===== config.mk =====
export PLATFORM = sky130hd
export DESIGN_NAME = sensor_average_history_logger
export DESIGN_NICKNAME = d
export VERILOG_FILES = /design/src/design/sahl_pkg.sv /design/src/design/sahl_ram.sv /design/src/design/sahl_ctrl.sv /design/src/design/sahl_dp.sv /design/src/design/sensor_average_history_logger.sv
export SDC_FILE = /design/constraint.sdc
export NUM_CORES = 1
export LEC_CHECK = 0
export ABC_CLOCK_PERIOD_IN_PS = 14300
export BUFFER_PORTS_ARGS = -buffer_cell sky130_fd_sc_hd__buf_2
export CAP_MARGIN = 20
export CORE_UTILIZATION = 30
export DETAILED_ROUTE_END_ITERATION = 7
export PLACE_DENSITY_LB_ADDON = 0.15
export SKIP_CTS_REPAIR_TIMING = 1
export SYNTH_ARGS = -nofsm -noshare
export SYNTH_HDL_FRONTEND = slang
export SYNTH_HIERARCHICAL = 1
export SYNTH_SLANG_ARGS = --single-unit

===== constraint.sdc =====
create_clock -name clk -period 14.3 [get_ports clk]
set_input_delay 4.29 -clock clk [delete_from_list [all_inputs] [get_ports clk]]
set_output_delay 4.29 -clock clk [all_outputs]
set_load 0.005 [all_outputs]

===== src/design/sahl_pkg.sv =====
// ----------------------------------------------------------------------------
// sahl_pkg
// Shared types, sizes and codes for the sensor average and history logger.
// ----------------------------------------------------------------------------
package sahl_pkg;

  // Sizing of the windows, accumulators and history ring.
  localparam int HIST_DEPTH = 16;
  localparam int WINDOW_LEN = 5;
  localparam int ACC_MAX    = 255;

  // Field widths of the request and result items.
  localparam int REQ_W   = 2;
  localparam int LIGHT_W = 7;
  localparam int TEMP_W  = 12;
  localparam int POS_W   = 4;

  // Derived widths.
  localparam int WIN_IDX_W  = $clog2(WINDOW_LEN);
  localparam int LSUM_W     = LIGHT_W + WIN_IDX_W;
  localparam int TSUM_W     = TEMP_W + WIN_IDX_W;
  localparam int CNT_W      = $clog2(ACC_MAX + 1);
  localparam int LACC_W     = LIGHT_W + CNT_W;
  localparam int TACC_W     = TEMP_W + CNT_W;
  localparam int DIV_W      = TACC_W;
  localparam int DCNT_W     = $clog2(DIV_W);
  localparam int HIST_IDX_W = $clog2(HIST_DEPTH);
  localparam int HCNT_W     = $clog2(HIST_DEPTH + 1);
  localparam int CMP_W      = (HCNT_W > POS_W) ? HCNT_W : POS_W;
  localparam int ENTRY_W    = LIGHT_W + TEMP_W;

  // Division by the window length: multiply by a rounded-up reciprocal.
  localparam int                 RECIP_SH = 20;
  localparam logic [RECIP_SH-1:0] RECIP   =
    RECIP_SH'(((2 ** RECIP_SH) + WINDOW_LEN - 1) / WINDOW_LEN);
  localparam int LPROD_W = LSUM_W + RECIP_SH;
  localparam int TPROD_W = TSUM_W + RECIP_SH;

  // Request codes.
  localparam logic [REQ_W-1:0] REQ_SAMPLE = 2'd0;
  localparam logic [REQ_W-1:0] REQ_COMMIT = 2'd1;
  localparam logic [REQ_W-1:0] REQ_READ   = 2'd2;

  // One request item.
  typedef struct packed {
    logic [REQ_W-1:0]          req_type;
    logic [LIGHT_W-1:0]        light_in;
    logic signed [TEMP_W-1:0]  temp_in;
    logic [POS_W-1:0]          read_pos;
  } in_t;

  // One result item.
  typedef struct packed {
    logic [LIGHT_W-1:0]        light_level;
    logic signed [TEMP_W-1:0]  temp_value;
    logic [HCNT_W-1:0]         entry_count;
    logic                      stored;
    logic                      valid_res;
  } out_t;

  // Controller states.
  typedef enum logic [3:0] {
    ST_IDLE,
    ST_DECODE,
    ST_WIN,
    ST_SUM,
    ST_SCALE,
    ST_ACC,
    ST_DIV_LD,
    ST_DIV,
    ST_COMMIT,
    ST_RD,
    ST_RD_DATA,
    ST_OUT
  } state_t;

  // Commands from the controller to the datapath.
  typedef struct packed {
    logic item_ld;
    logic win_wr;
    logic sum_ld;
    logic avg_ld;
    logic acc_add;
    logic div_ld;
    logic div_step;
    logic commit;
    logic rd_ld;
    logic out_ld;
  } cmd_t;

  // Status from the datapath to the controller.
  typedef struct packed {
    logic [REQ_W-1:0] req;
    logic             acc_zero;
    logic             read_ok;
    logic             div_last;
    logic             out_free;
  } sts_t;

endpackage


===== src/design/sahl_ram.sv =====
// ----------------------------------------------------------------------------
// sahl_ram
// Generic single-write, single-read RAM with a registered read port.
// ----------------------------------------------------------------------------
module sahl_ram #(
  parameter int WIDTH = 8,
  parameter int DEPTH = 16
) (
  input  logic                     clk,
  input  logic                     we,
  input  logic [$clog2(DEPTH)-1:0] waddr,
  input  logic [WIDTH-1:0]         wdata,
  input  logic [$clog2(DEPTH)-1:0] raddr,
  output logic [WIDTH-1:0]         rdata
);

  logic [WIDTH-1:0] mem [DEPTH];
  logic [WIDTH-1:0] rdata_r;

  // Write port and registered read port.
  always_ff @(posedge clk) begin
    if (we) begin
      mem[waddr] <= wdata;
    end
    rdata_r <= mem[raddr];
  end

  assign rdata = rdata_r;

endmodule


===== src/design/sahl_ctrl.sv =====
// ----------------------------------------------------------------------------
// sahl_ctrl
// Controller: sequences sample, commit and read requests through the datapath.
// ----------------------------------------------------------------------------
module sahl_ctrl (
  input  logic          clk,
  input  logic          rst_n,
  input  logic          in_valid,
  output logic          in_stall,
  input  sahl_pkg::sts_t sts,
  output sahl_pkg::cmd_t cmd
);

  sahl_pkg::state_t state_r;
  sahl_pkg::state_t state_nxt;

  // State register.
  always_ff @(posedge clk) begin
    if (!rst_n) begin
      state_r <= sahl_pkg::ST_IDLE;
    end else begin
      state_r <= state_nxt;
    end
  end

  // Next-state logic.
  always_comb begin
    state_nxt = state_r;
    unique case (state_r)
      sahl_pkg::ST_IDLE: begin
        if (in_valid) begin
          state_nxt = sahl_pkg::ST_DECODE;
        end
      end
      sahl_pkg::ST_DECODE: begin
        unique case (sts.req)
          sahl_pkg::REQ_SAMPLE: state_nxt = sahl_pkg::ST_WIN;
          sahl_pkg::REQ_COMMIT: begin
            state_nxt = sts.acc_zero ? sahl_pkg::ST_OUT : sahl_pkg::ST_DIV_LD;
          end
          sahl_pkg::REQ_READ: begin
            state_nxt = sts.read_ok ? sahl_pkg::ST_RD : sahl_pkg::ST_OUT;
          end
          default: state_nxt = sahl_pkg::ST_OUT;
        endcase
      end
      sahl_pkg::ST_WIN:    state_nxt = sahl_pkg::ST_SUM;
      sahl_pkg::ST_SUM:    state_nxt = sahl_pkg::ST_SCALE;
      sahl_pkg::ST_SCALE:  state_nxt = sahl_pkg::ST_ACC;
      sahl_pkg::ST_ACC:    state_nxt = sahl_pkg::ST_OUT;
      sahl_pkg::ST_DIV_LD: state_nxt = sahl_pkg::ST_DIV;
      sahl_pkg::ST_DIV: begin
        if (sts.div_last) begin
          state_nxt = sahl_pkg::ST_COMMIT;
        end
      end
      sahl_pkg::ST_COMMIT:  state_nxt = sahl_pkg::ST_OUT;
      sahl_pkg::ST_RD:      state_nxt = sahl_pkg::ST_RD_DATA;
      sahl_pkg::ST_RD_DATA: state_nxt = sahl_pkg::ST_OUT;
      sahl_pkg::ST_OUT: begin
        if (sts.out_free) begin
          state_nxt = sahl_pkg::ST_IDLE;
        end
      end
      default: state_nxt = sahl_pkg::ST_IDLE;
    endcase
  end

  // Output logic.
  always_comb begin
    cmd      = '0;
    in_stall = (state_r != sahl_pkg::ST_IDLE);
    unique case (state_r)
      sahl_pkg::ST_IDLE:    cmd.item_ld  = in_valid;
      sahl_pkg::ST_WIN:     cmd.win_wr   = 1'b1;
      sahl_pkg::ST_SUM:     cmd.sum_ld   = 1'b1;
      sahl_pkg::ST_SCALE:   cmd.avg_ld   = 1'b1;
      sahl_pkg::ST_ACC:     cmd.acc_add  = 1'b1;
      sahl_pkg::ST_DIV_LD:  cmd.div_ld   = 1'b1;
      sahl_pkg::ST_DIV:     cmd.div_step = 1'b1;
      sahl_pkg::ST_COMMIT:  cmd.commit   = 1'b1;
      sahl_pkg::ST_RD_DATA: cmd.rd_ld    = 1'b1;
      sahl_pkg::ST_OUT:     cmd.out_ld   = sts.out_free;
      default:              cmd          = '0;
    endcase
  end

endmodule


===== src/design/sahl_dp.sv =====
// ----------------------------------------------------------------------------
// sahl_dp
// Datapath: averaging windows, period accumulators, serial dividers,
// history ring and the result register.
// ----------------------------------------------------------------------------
module sahl_dp (
  input  logic           clk,
  input  logic           rst_n,
  input  sahl_pkg::in_t  in_data,
  output sahl_pkg::out_t out_data,
  output logic           out_valid,
  input  logic           out_stall,
  input  sahl_pkg::cmd_t cmd,
  output sahl_pkg::sts_t sts
);

  // Latched request.
  sahl_pkg::in_t item_r;

  // Averaging windows.
  logic [sahl_pkg::LIGHT_W-1:0]       light_win_r [sahl_pkg::WINDOW_LEN];
  logic signed [sahl_pkg::TEMP_W-1:0] temp_win_r  [sahl_pkg::WINDOW_LEN];
  logic [sahl_pkg::WIN_IDX_W-1:0]     win_pos_r;
  logic [sahl_pkg::WIN_IDX_W-1:0]     win_pos_nxt;

  // Window sums.
  logic [sahl_pkg::LSUM_W-1:0]        lsum;
  logic signed [sahl_pkg::TSUM_W-1:0] tsum;
  logic [sahl_pkg::LSUM_W-1:0]        lsum_r;
  logic [sahl_pkg::TSUM_W-1:0]        tmag_r;
  logic                               tneg_r;

  // Scaling by the reciprocal of the window length.
  logic [sahl_pkg::LPROD_W-1:0] lprod;
  logic [sahl_pkg::TPROD_W-1:0] tprod;
  logic [sahl_pkg::TEMP_W-1:0]  tavg_mag;

  // Period accumulators.
  logic [sahl_pkg::LACC_W-1:0]        light_acc_r;
  logic signed [sahl_pkg::TACC_W-1:0] temp_acc_r;
  logic [sahl_pkg::CNT_W-1:0]         acc_cnt_r;

  // Serial dividers, one lane per channel, sharing the step counter.
  logic [sahl_pkg::DIV_W-1:0]  ldvd_r;
  logic [sahl_pkg::DIV_W-1:0]  tdvd_r;
  logic [sahl_pkg::CNT_W-1:0]  lrem_r;
  logic [sahl_pkg::CNT_W-1:0]  trem_r;
  logic                        dneg_r;
  logic [sahl_pkg::DCNT_W-1:0] dcnt_r;
  logic [sahl_pkg::CNT_W:0]    ltrial;
  logic [sahl_pkg::CNT_W:0]    ttrial;
  logic [sahl_pkg::CNT_W:0]    dvsr;
  logic                        lge;
  logic                        tge;
  logic [sahl_pkg::CNT_W-1:0]  lrem_nxt;
  logic [sahl_pkg::CNT_W-1:0]  trem_nxt;
  logic [sahl_pkg::TEMP_W-1:0] tq;
  logic [sahl_pkg::TEMP_W-1:0] tmean;
  logic [sahl_pkg::DIV_W-1:0]  tacc_mag;

  // History ring.
  logic [sahl_pkg::HIST_IDX_W-1:0] wptr_r;
  logic [sahl_pkg::HIST_IDX_W-1:0] wptr_nxt;
  logic [sahl_pkg::HCNT_W-1:0]     hcnt_r;
  logic [sahl_pkg::HIST_IDX_W-1:0] rd_start;
  logic [sahl_pkg::HIST_IDX_W:0]   rd_sum;
  logic [sahl_pkg::HIST_IDX_W-1:0] rd_idx;
  logic [sahl_pkg::ENTRY_W-1:0]    ram_wdata;
  logic [sahl_pkg::ENTRY_W-1:0]    ram_rdata;

  // Result under construction and output register.
  logic [sahl_pkg::LIGHT_W-1:0] res_light_r;
  logic [sahl_pkg::TEMP_W-1:0]  res_temp_r;
  logic                         res_stored_r;
  logic                         res_valid_r;
  sahl_pkg::out_t               out_data_r;
  logic                         out_valid_r;
  logic                         out_free;

  // Request latch.
  always_ff @(posedge clk) begin
    if (cmd.item_ld) begin
      item_r <= in_data;
    end
  end

  // Window write pointer wraps at the window length.
  assign win_pos_nxt = (win_pos_r == sahl_pkg::WIN_IDX_W'(sahl_pkg::WINDOW_LEN - 1)) ?
                       '0 : win_pos_r + 1'b1;

  // Window storage; reset clears every tap to zero.
  always_ff @(posedge clk) begin
    if (!rst_n) begin
      for (int i = 0; i < sahl_pkg::WINDOW_LEN; i++) begin
        light_win_r[i] <= '0;
        temp_win_r[i]  <= '0;
      end
      win_pos_r <= '0;
    end else if (cmd.win_wr) begin
      light_win_r[win_pos_r] <= item_r.light_in;
      temp_win_r[win_pos_r]  <= item_r.temp_in;
      win_pos_r              <= win_pos_nxt;
    end
  end

  // Sum of each window.
  always_comb begin
    lsum = '0;
    tsum = '0;
    for (int i = 0; i < sahl_pkg::WINDOW_LEN; i++) begin
      lsum = lsum + sahl_pkg::LSUM_W'(light_win_r[i]);
      tsum = tsum + {{(sahl_pkg::TSUM_W - sahl_pkg::TEMP_W){temp_win_r[i][sahl_pkg::TEMP_W-1]}},
                     temp_win_r[i]};
    end
  end

  // Register the sums, the temperature as sign and magnitude.
  always_ff @(posedge clk) begin
    if (cmd.sum_ld) begin
      lsum_r <= lsum;
      tneg_r <= tsum[sahl_pkg::TSUM_W-1];
      tmag_r <= tsum[sahl_pkg::TSUM_W-1] ? (~tsum + 1'b1) : tsum;
    end
  end

  // Divide by the window length; truncation toward zero via the magnitude.
  assign lprod    = sahl_pkg::LPROD_W'(lsum_r) * sahl_pkg::LPROD_W'(sahl_pkg::RECIP);
  assign tprod    = sahl_pkg::TPROD_W'(tmag_r) * sahl_pkg::TPROD_W'(sahl_pkg::RECIP);
  assign tavg_mag = tprod[sahl_pkg::RECIP_SH +: sahl_pkg::TEMP_W];

  // Divider step: both lanes shift in one dividend bit per cycle.
  assign dvsr     = {1'b0, acc_cnt_r};
  assign ltrial   = {lrem_r, ldvd_r[sahl_pkg::DIV_W-1]};
  assign ttrial   = {trem_r, tdvd_r[sahl_pkg::DIV_W-1]};
  assign lge      = (ltrial >= dvsr);
  assign tge      = (ttrial >= dvsr);
  assign lrem_nxt = lge ? sahl_pkg::CNT_W'(ltrial - dvsr) : sahl_pkg::CNT_W'(ltrial);
  assign trem_nxt = tge ? sahl_pkg::CNT_W'(ttrial - dvsr) : sahl_pkg::CNT_W'(ttrial);
  assign tacc_mag = temp_acc_r[sahl_pkg::TACC_W-1] ?
                    sahl_pkg::DIV_W'(~temp_acc_r + 1'b1) : sahl_pkg::DIV_W'(temp_acc_r);

  always_ff @(posedge clk) begin
    if (cmd.div_ld) begin
      ldvd_r <= sahl_pkg::DIV_W'(light_acc_r);
      tdvd_r <= tacc_mag;
      dneg_r <= temp_acc_r[sahl_pkg::TACC_W-1];
      lrem_r <= '0;
      trem_r <= '0;
      dcnt_r <= '0;
    end else if (cmd.div_step) begin
      ldvd_r <= {ldvd_r[sahl_pkg::DIV_W-2:0], lge};
      tdvd_r <= {tdvd_r[sahl_pkg::DIV_W-2:0], tge};
      lrem_r <= lrem_nxt;
      trem_r <= trem_nxt;
      dcnt_r <= dcnt_r + 1'b1;
    end
  end

  // Signed temperature mean from the quotient magnitude.
  assign tq    = tdvd_r[sahl_pkg::TEMP_W-1:0];
  assign tmean = dneg_r ? (~tq + 1'b1) : tq;

  // Period accumulators: add while below the limit, clear on commit.
  always_ff @(posedge clk) begin
    if (!rst_n) begin
      light_acc_r <= '0;
      temp_acc_r  <= '0;
      acc_cnt_r   <= '0;
    end else if (cmd.commit) begin
      light_acc_r <= '0;
      temp_acc_r  <= '0;
      acc_cnt_r   <= '0;
    end else if (cmd.acc_add &&
                 (acc_cnt_r < sahl_pkg::CNT_W'(sahl_pkg::ACC_MAX))) begin
      light_acc_r <= light_acc_r + sahl_pkg::LACC_W'(res_light_r);
      temp_acc_r  <= temp_acc_r +
                     {{(sahl_pkg::TACC_W - sahl_pkg::TEMP_W){res_temp_r[sahl_pkg::TEMP_W-1]}},
                      res_temp_r};
      acc_cnt_r   <= acc_cnt_r + 1'b1;
    end
  end

  // History ring pointers.
  assign wptr_nxt = (wptr_r == sahl_pkg::HIST_IDX_W'(sahl_pkg::HIST_DEPTH - 1)) ?
                    '0 : wptr_r + 1'b1;

  always_ff @(posedge clk) begin
    if (!rst_n) begin
      wptr_r <= '0;
      hcnt_r <= '0;
    end else if (cmd.commit) begin
      wptr_r <= wptr_nxt;
      if (hcnt_r != sahl_pkg::HCNT_W'(sahl_pkg::HIST_DEPTH)) begin
        hcnt_r <= hcnt_r + 1'b1;
      end
    end
  end

  // Oldest-first position to ring index: the oldest entry sits at the write
  // pointer once the ring is full, and at index zero before that.
  assign rd_start = (hcnt_r == sahl_pkg::HCNT_W'(sahl_pkg::HIST_DEPTH)) ? wptr_r : '0;
  assign rd_sum   = {1'b0, rd_start} + (sahl_pkg::HIST_IDX_W + 1)'(item_r.read_pos);
  assign rd_idx   = (rd_sum >= (sahl_pkg::HIST_IDX_W + 1)'(sahl_pkg::HIST_DEPTH)) ?
                    sahl_pkg::HIST_IDX_W'(rd_sum - (sahl_pkg::HIST_IDX_W + 1)'(sahl_pkg::HIST_DEPTH)) :
                    sahl_pkg::HIST_IDX_W'(rd_sum);

  // One ring entry holds the light mean above the temperature mean.
  assign ram_wdata = {ldvd_r[sahl_pkg::LIGHT_W-1:0], tmean};

  sahl_ram #(
    .WIDTH (sahl_pkg::ENTRY_W),
    .DEPTH (sahl_pkg::HIST_DEPTH)
  ) u_hist_ram (
    .clk   (clk),
    .we    (cmd.commit),
    .waddr (wptr_r),
    .wdata (ram_wdata),
    .raddr (rd_idx),
    .rdata (ram_rdata)
  );

  // Result under construction: cleared when a request arrives.
  always_ff @(posedge clk) begin
    if (cmd.item_ld) begin
      res_light_r  <= '0;
      res_temp_r   <= '0;
      res_stored_r <= 1'b0;
      res_valid_r  <= 1'b0;
    end else if (cmd.avg_ld) begin
      res_light_r <= lprod[sahl_pkg::RECIP_SH +: sahl_pkg::LIGHT_W];
      res_temp_r  <= tneg_r ? (~tavg_mag + 1'b1) : tavg_mag;
    end else if (cmd.commit) begin
      res_light_r  <= ldvd_r[sahl_pkg::LIGHT_W-1:0];
      res_temp_r   <= tmean;
      res_stored_r <= 1'b1;
    end else if (cmd.rd_ld) begin
      res_light_r <= ram_rdata[sahl_pkg::TEMP_W +: sahl_pkg::LIGHT_W];
      res_temp_r  <= ram_rdata[sahl_pkg::TEMP_W-1:0];
      res_valid_r <= 1'b1;
    end
  end

  // Output register parts the datapath from the receiver.
  assign out_free = !out_valid_r || !out_stall;

  always_ff @(posedge clk) begin
    if (!rst_n) begin
      out_valid_r <= 1'b0;
    end else if (cmd.out_ld) begin
      out_valid_r <= 1'b1;
    end else if (!out_stall) begin
      out_valid_r <= 1'b0;
    end
  end

  always_ff @(posedge clk) begin
    if (cmd.out_ld) begin
      out_data_r.light_level <= res_light_r;
      out_data_r.temp_value  <= res_temp_r;
      out_data_r.entry_count <= hcnt_r;
      out_data_r.stored      <= res_stored_r;
      out_data_r.valid_res   <= res_valid_r;
    end
  end

  assign out_data  = out_data_r;
  assign out_valid = out_valid_r;

  // Status toward the controller.
  assign sts.req      = item_r.req_type;
  assign sts.acc_zero = (acc_cnt_r == '0);
  assign sts.read_ok  = (sahl_pkg::CMP_W'(item_r.read_pos) < sahl_pkg::CMP_W'(hcnt_r));
  assign sts.div_last = (dcnt_r == sahl_pkg::DCNT_W'(sahl_pkg::DIV_W - 1));
  assign sts.out_free = out_free;

endmodule


===== src/design/sensor_average_history_logger.sv =====
// ----------------------------------------------------------------------------
// sensor_average_history_logger
// Per-channel moving averages of light and temperature samples, period means
// and an oldest-first history ring of those means.
// ----------------------------------------------------------------------------
// Usage:
//   Requests arrive on in_valid/in_stall/in_data: a sample, a period commit
//   or a history read. Each request yields exactly one result on
//   out_valid/out_stall/out_data.
//   One request is worked on at a time; in_stall is high from acceptance
//   until the result has been placed in the output register.
//   After acceptance a sample steps through DECODE, WIN, SUM, SCALE and ACC,
//   a read through DECODE, RD and RD_DATA, a commit with samples through
//   DECODE, DIV_LD, the 20-step serial divider (one quotient bit per cycle
//   for both channels at once) and COMMIT, and any other request through
//   DECODE only; each then loads the output register from OUT.
//   The output register holds a finished result while out_stall is high;
//   the block accepts the next request meanwhile and stops only when that
//   request's own result is ready and the register is still occupied.
//   Synchronous reset (rst_n low) clears the windows, accumulators, ring
//   pointers and entry count and drops out_valid; the history memory itself
//   is not cleared, and only written entries can be read back.
// ----------------------------------------------------------------------------
module sensor_average_history_logger (
  input  logic           clk,
  input  logic           rst_n,
  input  logic           in_valid,
  output logic           in_stall,
  input  sahl_pkg::in_t  in_data,
  output logic           out_valid,
  input  logic           out_stall,
  output sahl_pkg::out_t out_data
);

  sahl_pkg::cmd_t cmd;
  sahl_pkg::sts_t sts;

  // Controller.
  sahl_ctrl u_ctrl (
    .clk      (clk),
    .rst_n    (rst_n),
    .in_valid (in_valid),
    .in_stall (in_stall),
    .sts      (sts),
    .cmd      (cmd)
  );

  // Datapath.
  sahl_dp u_dp (
    .clk       (clk),
    .rst_n     (rst_n),
    .in_data   (in_data),
    .out_data  (out_data),
    .out_valid (out_valid),
    .out_stall (out_stall),
    .cmd       (cmd),
    .sts       (sts)
  );

endmodule

Word level (Yosys, flattened, before mapping)
Memories as Yosys holds them, arrays and structs flattened. A register that Yosys moved wholly into a read port is not among the register bits.
Cells that the tools add are included.
- equal/unequal tests: 22
- multipliers: 2
- reduce and logical (&&, ||, !) cells: 18
- multiplexer cells: 51
- bitwise logic cells: 7
- add/sub/neg operators: 23
- $lt $le $gt $ge: 5
- operators by type and width (kind ; count):
    12-bit two-way mux ; 6
    20-bit two-way mux ; 3
    15-bit adder ; 3
    4-bit case mux with 10 select lines ; 1
    10-bit by 7-bit adder with 10-bit output ; 3
    15-bit by 16-bit multiplier with 30-bit output (second input constant) ; 1
    15-bit two-way mux ; 2
    4-bit two-way mux ; 7
    7-bit two-way mux ; 4
    10-bit by 16-bit multiplier with 25-bit output (second input constant) ; 1
    12-bit by 1-bit adder with 12-bit output (second input constant) ; 2
    12-bit inverter ; 2
    20-bit by 1-bit adder with 20-bit output (second input constant) ; 1
    20-bit adder ; 1
    4-bit == test (second input constant) ; 5
    1-bit two-way mux ; 20
    20-bit inverter ; 1
    9-bit by 8-bit greater-or-equal comparator with 1-bit output ; 2
    4-bit by 3-bit == test with 1-bit output (second input constant) ; 4
    8-bit two-way mux ; 2
    8-bit subtractor ; 2
    15-bit by 1-bit adder with 15-bit output (second input constant) ; 1
    15-bit by 7-bit adder with 15-bit output ; 1
    15-bit inverter ; 1
    other kinds (40) ; 52
- output and inout bits: 28
- input bits: 29
- register bits after elaboration: 220
- bits in writable memories: 399
- memories kept: 3
- logic and storage cells: 163
- memory list (name ; depth ; width ; rd ports ; clocked after memory_dff ; wr ports ; RTL line ; text):
    u_dp.u_hist_ram.mem ; 16 ; 19 ; 1 ; 1 ; 1 ; sahl_ram.sv:17 ; logic [WIDTH-1:0] mem [DEPTH];
    u_dp.temp_win_r ; 5 ; 12 ; 5 ; 0 ; 5 ; sahl_dp.sv:22 ; logic signed [sahl_pkg::TEMP_W-1:0] temp_win_r [sahl_pkg::WINDOW_LEN];
    u_dp.light_win_r ; 5 ; 7 ; 5 ; 0 ; 5 ; sahl_dp.sv:21 ; logic [sahl_pkg::LIGHT_W-1:0] light_win_r [sahl_pkg::WINDOW_LEN];

Longest topological paths before layout
An unclocked memory read counts as a cell.
- depth after elaboration: 8
- gate-level depth with buffers: 26
- mapped depth without buffers: 26

Cells and area by module
Netlist, hierarchy kept.
- modules (own cells, without submodules) (module ; instances ; cells each ; area an instance (µm²) ; sequential area each (µm²)):
    sahl_dp ; 1 ; 2074 ; 22168.8 ; 8308.0
    sahl_ram ; 1 ; 507 ; 11846.4 ; 9509.1
    sahl_ctrl ; 1 ; 53 ; 382.9 ; 80.1

Worst setup path before layout
OpenSTA, ideal clock, no wires.
- path type: reg2reg
- start: register u_dp/tmag_r[13] in the netlist's numbering
- end: register u_dp/res_temp_r[11] in the netlist's numbering
- cell stages (with the launch flop): 23
- path slack: 7.926 ns
- required time: 14.197 ns
- path buffers: 0
- arrival: 6.271 ns
- path through: edfxtp_1 > inv_1 > ha_1 > fa_1 > fa_1 > fa_1 > inv_1 > fa_1 > inv_1 > fa_1 > inv_1 > ha_1 > and3_1 > a221o_1 > a21oi_4 > a2bb2oi_2 > nand3b_1 > xor2_1 > or3_1 > a2111o_1 > o21ai_2 > xnor2_1 > a2111oi_2
- word-level cells in the longest chain between the ends: 5
- ends and longest elaborated chain (what ; RTL line ; text):
    start: declaration ; sahl_dp.sv:30 ; logic [sahl_pkg::TSUM_W-1:0] tmag_r;
    start signal: assignment ; sahl_dp.sv:122 ; tmag_r <= tsum[sahl_pkg::TSUM_W-1] ? (~tsum + 1'b1) : tsum;
    15-bit by 16-bit multiplier with 30-bit output (*) ; sahl_dp.sv:128 ; assign tprod = sahl_pkg::TPROD_W'(tmag_r) * sahl_pkg::TPROD_W'(sahl_pkg::RECIP);
    12-bit inverter ; sahl_dp.sv:231 ; res_temp_r <= tneg_r ? (~tavg_mag + 1'b1) : tavg_mag;
    12-bit by 1-bit adder with 12-bit output ; sahl_dp.sv:231 ;
    12-bit two-way mux (*) ; sahl_dp.sv:231 ;
    12-bit two-way mux (*) ; sahl_dp.sv:229 ; end else if (cmd.avg_ld) begin
    end signal: assignment ; sahl_dp.sv:231 ;
    end signal: assignment ; sahl_dp.sv:234 ; res_temp_r <= tmean;
    end signal: assignment ; sahl_dp.sv:238 ; res_temp_r <= ram_rdata[sahl_pkg::TEMP_W-1:0];
    end: declaration ; sahl_dp.sv:73 ; logic [sahl_pkg::TEMP_W-1:0] res_temp_r;
Every way passes the cells marked *; elsewhere a longest branch is shown, timed or not.
A chain may end at the register's enable or synchronous reset.

Worst setup path in the final report
- start: register u_dp/tmag_r[9] in the netlist's numbering
- end: register u_dp/res_temp_r[11] in the netlist's numbering
Same word-level chain as after synthesis.

==> impl_metrics.toml <==
[global_route]
grt_pass1_wl_um = 131000
grt_util_all_layers_pct = 14.7
grt_antenna_before_repair = 11
grt_util_met2_pct = 23.8
gr-total-overflow = 0
grt_use_met3_pct = 1.93
busiest_layer = "met2"
grt_max_degree = 71
grt_pass1_vias = 21900
use_met1_pct = 20.7

[synthesis]
yosysWarnings = 6
syn_area_per_cell_um2 = 13.1
syn_area_um2 = 34400
synthTopCellsByArea = "edfxtp_1 45%, ha_1 9.3%, fa_1 8.8%, dfxtp_1 7.3%, mux4_2 5.0%"
yosysUniqueCellTypes = 77
synth_common_cells = "512 x edfxtp_1, 257 x ha_1, 236 x inv_1"
synth-edff-count = 512
synth_top_area_cell = "edfxtp_1"
seq_area_frac_synth_pct = 52.0
netlist_instances = 2634
synth.most_common_cell = "edfxtp_1"
synth_ff_type = "edfxtp_1"
synth_top_cell_area_share_pct = 44.7
syn_nets = 3072
synth_seq_cells = 638
async_flop_share_pct = 0

[sta]
period_share_pct = 47.6
period_needed_ns = 6.81
timing.max_slew.rel_slack_pct = 30.3
tightest_slew_ns = 1.04
slew_viol_final = 0
fin_skew_ns = 0.0402
finalHoldViolCount = 0
worst_slack_ns = 7.49
rsz0062_at_grt = "false"
fmax_mhz = 147
finalSetupTns_ns = 0
setup_viol = 0

[job]
cap_viol_max_count = 0

[clock_tree]
cts_buffers = 74
cts.sinks = 638
h-tree-depth = 3
clockBufferDepth = 3
clkTransAtPathRegs_ns = 0.06
clk-insertion-delay-late_ns = 0.65
cts_tree = "yes"
clockRootBuffer = "clkbuf_16"

[place]
pre_cts_ws_ns = 7.19
portBuffers = 56
dpl-instance-area_um2 = 36700
dpl.hpwl_um = 58100
place.gp.congestion = 0.812

[setup_path]
arrival_ns = 7.35
reg2regPathDepth = 20
path_max_fanout = 6
path_cells = "ha_1, inv_1, fa_1, fa_1, fa_1, inv_1, fa_1, fa_1, ha_1, a21o_1, a221o_1, nand2_1, and3_1, a311o_1, mux2i_1, or3_1, a2111o_1, o21ai_2, xnor2_1, a2111oi_2"
cp-end-kind = "flop"
cp.depth = 20
crit_path_max_incr_delay_ns = 0.58
critPathLaunchType = "flop"
cpLargestDelayFamily = "adder cells"
cp.required_ns = 14.84
crit_type = "flop to flop"
regToRegSetupSlack_ns = 7.49
cp_num_buf_inv = 2
critical_path.most_common_cell = "fa_1"
crit_slowest_cell = "fa_1"

[finish]
layout-drive-gt1-share_pct = 12.9
multiInputGateArea_um2 = 15400
syn2layout_area_growth_pct = 14.1
fill_cells = 10900
fin_util_pct = 34.7
fin_nets = 3155
seq_area_um2 = 17900
fin_area_um2 = 39200

[hold_path]
hp-class = "flop to flop"
hold_path_depth = 0

[floorplan]
die_w_um = 341
start_util_pct = 30.4
num_rows = 123
die-area_um2 = 116000
io_pins = 57
coreArea_um2 = 113000
die_h_um = 341

[routing]
routedWlPerCell_um = 19.6
postRouteAntennaNets = 0
drt-total-wl_um = 84000
drt_iter0_drc = 1327
via_per_inst = 4.79
drc_errors = 0
firstDrtPassIters = 4
vias = 20500

[status]
status = "finished clean"
[per-stage QoR]
step,cells,hold WS [ns]
after floorplan,2634,0.409
after global placement,4138,0.433
after detailed placement,4139,0.434
after CTS,4275,0.453
after global routing,4277,0.476
final,4279,0.450
[sequential cells by signal, indices dropped and copies added (netlist names), 19 cells and up]
signal                 flops
u_dp/light_win_r          35
u_dp/temp_win_r           60
u_dp/ldvd_r               20
u_dp/temp_acc_r           20
u_dp/u_hist_ram/rdata     19
u_dp/out_data             26
u_dp/item_r               23
u_dp/u_hist_ram/mem      304
u_dp/tdvd_r               20
[final cells by class]
class | instances | share of cell area, %
multi-input cells | 1669 | 39.3
clock buffers | 103 | 5.39
repair buffers | 97 | 1.53
well taps | 1500 | 4.78
clock inverters | 33 | 1.11
diodes | 2 | 0.0128
flip-flops and latches | 638 | 45.6
inverters | 237 | 2.27
[per-layer routing]
metal / up-vias / share of wire, %
met5: - / 0
met1: 10400 / 47
met2: 365 / 47
li1: 9664 / -
met3: 72 / 4.2
met4: 0 / 1.5
[cells in the final DEF, fill, tap and decap left out, types with 10 or more instances in the layout]
cell type    n
nor3_1      30
inv_1      235
mux4_2      76
nand4_1     21
xor2_1      59
nor2_4      16
and3_1      33
mux2_2      18
fa_1       152
a22oi_1     41
nor2b_1     25
clkbuf_16   77
xnor2_1     73
a211oi_1    12
nor2_1     128
edfxtp_1   512
nand2_1    164
or3_1       13
clkinv_2    10
o21a_1      12
nand2b_1    23
nand3b_1    11
ha_1       256
a21o_1      38
buf_4       39
nand3_1     23
o21ai_0     70
dfxtp_1    126
clkbuf_1    17
and2_1      88
clkbuf_8    10
o31ai_1     11
a21oi_1    111
mux2i_1     27
buf_2       56
[worst reg2reg max path: stages (launching register included)]
cell       delay (ns)
edfxtp_1         0.48
ha_1             0.35
inv_1            0.06
fa_1             0.58
fa_1             0.47
fa_1             0.55
inv_1            0.06
fa_1             0.50
fa_1             0.50
ha_1             0.33
a21o_1           0.19
a221o_1          0.43
nand2_1          0.13
and3_1           0.17
a311o_1          0.29
mux2i_1          0.18
or3_1            0.41
a2111o_1         0.46
o21ai_2          0.17
xnor2_1          0.10
a2111oi_2        0.34
[cells by family after synthesis]
logic type                 count (synthesis)  share of synthesized area, %
and+or+nand+nor                          626                          9.08
muxes                                    121                          6.35
buffers and inverters                    327                          3.75
adders and majority gates                409                          18.2
DFF                                      638                          52.0
AOI/OAI and AO/OA                        380                          7.21
xor gates and xnor gates                 133                          3.39
[final timing paths]
path	from	end
min	u_dp/res_stored_r	u_dp/out_data[1]
min reg2reg	u_dp/res_stored_r	u_dp/out_data[1]
max	u_dp/tmag_r[9]	u_dp/res_temp_r[11]
max reg2reg	u_dp/tmag_r[9]	u_dp/res_temp_r[11]
Power is not shown: default switching activity piles up to over one toggle a cycle in this logic, so the estimate is an artifact.
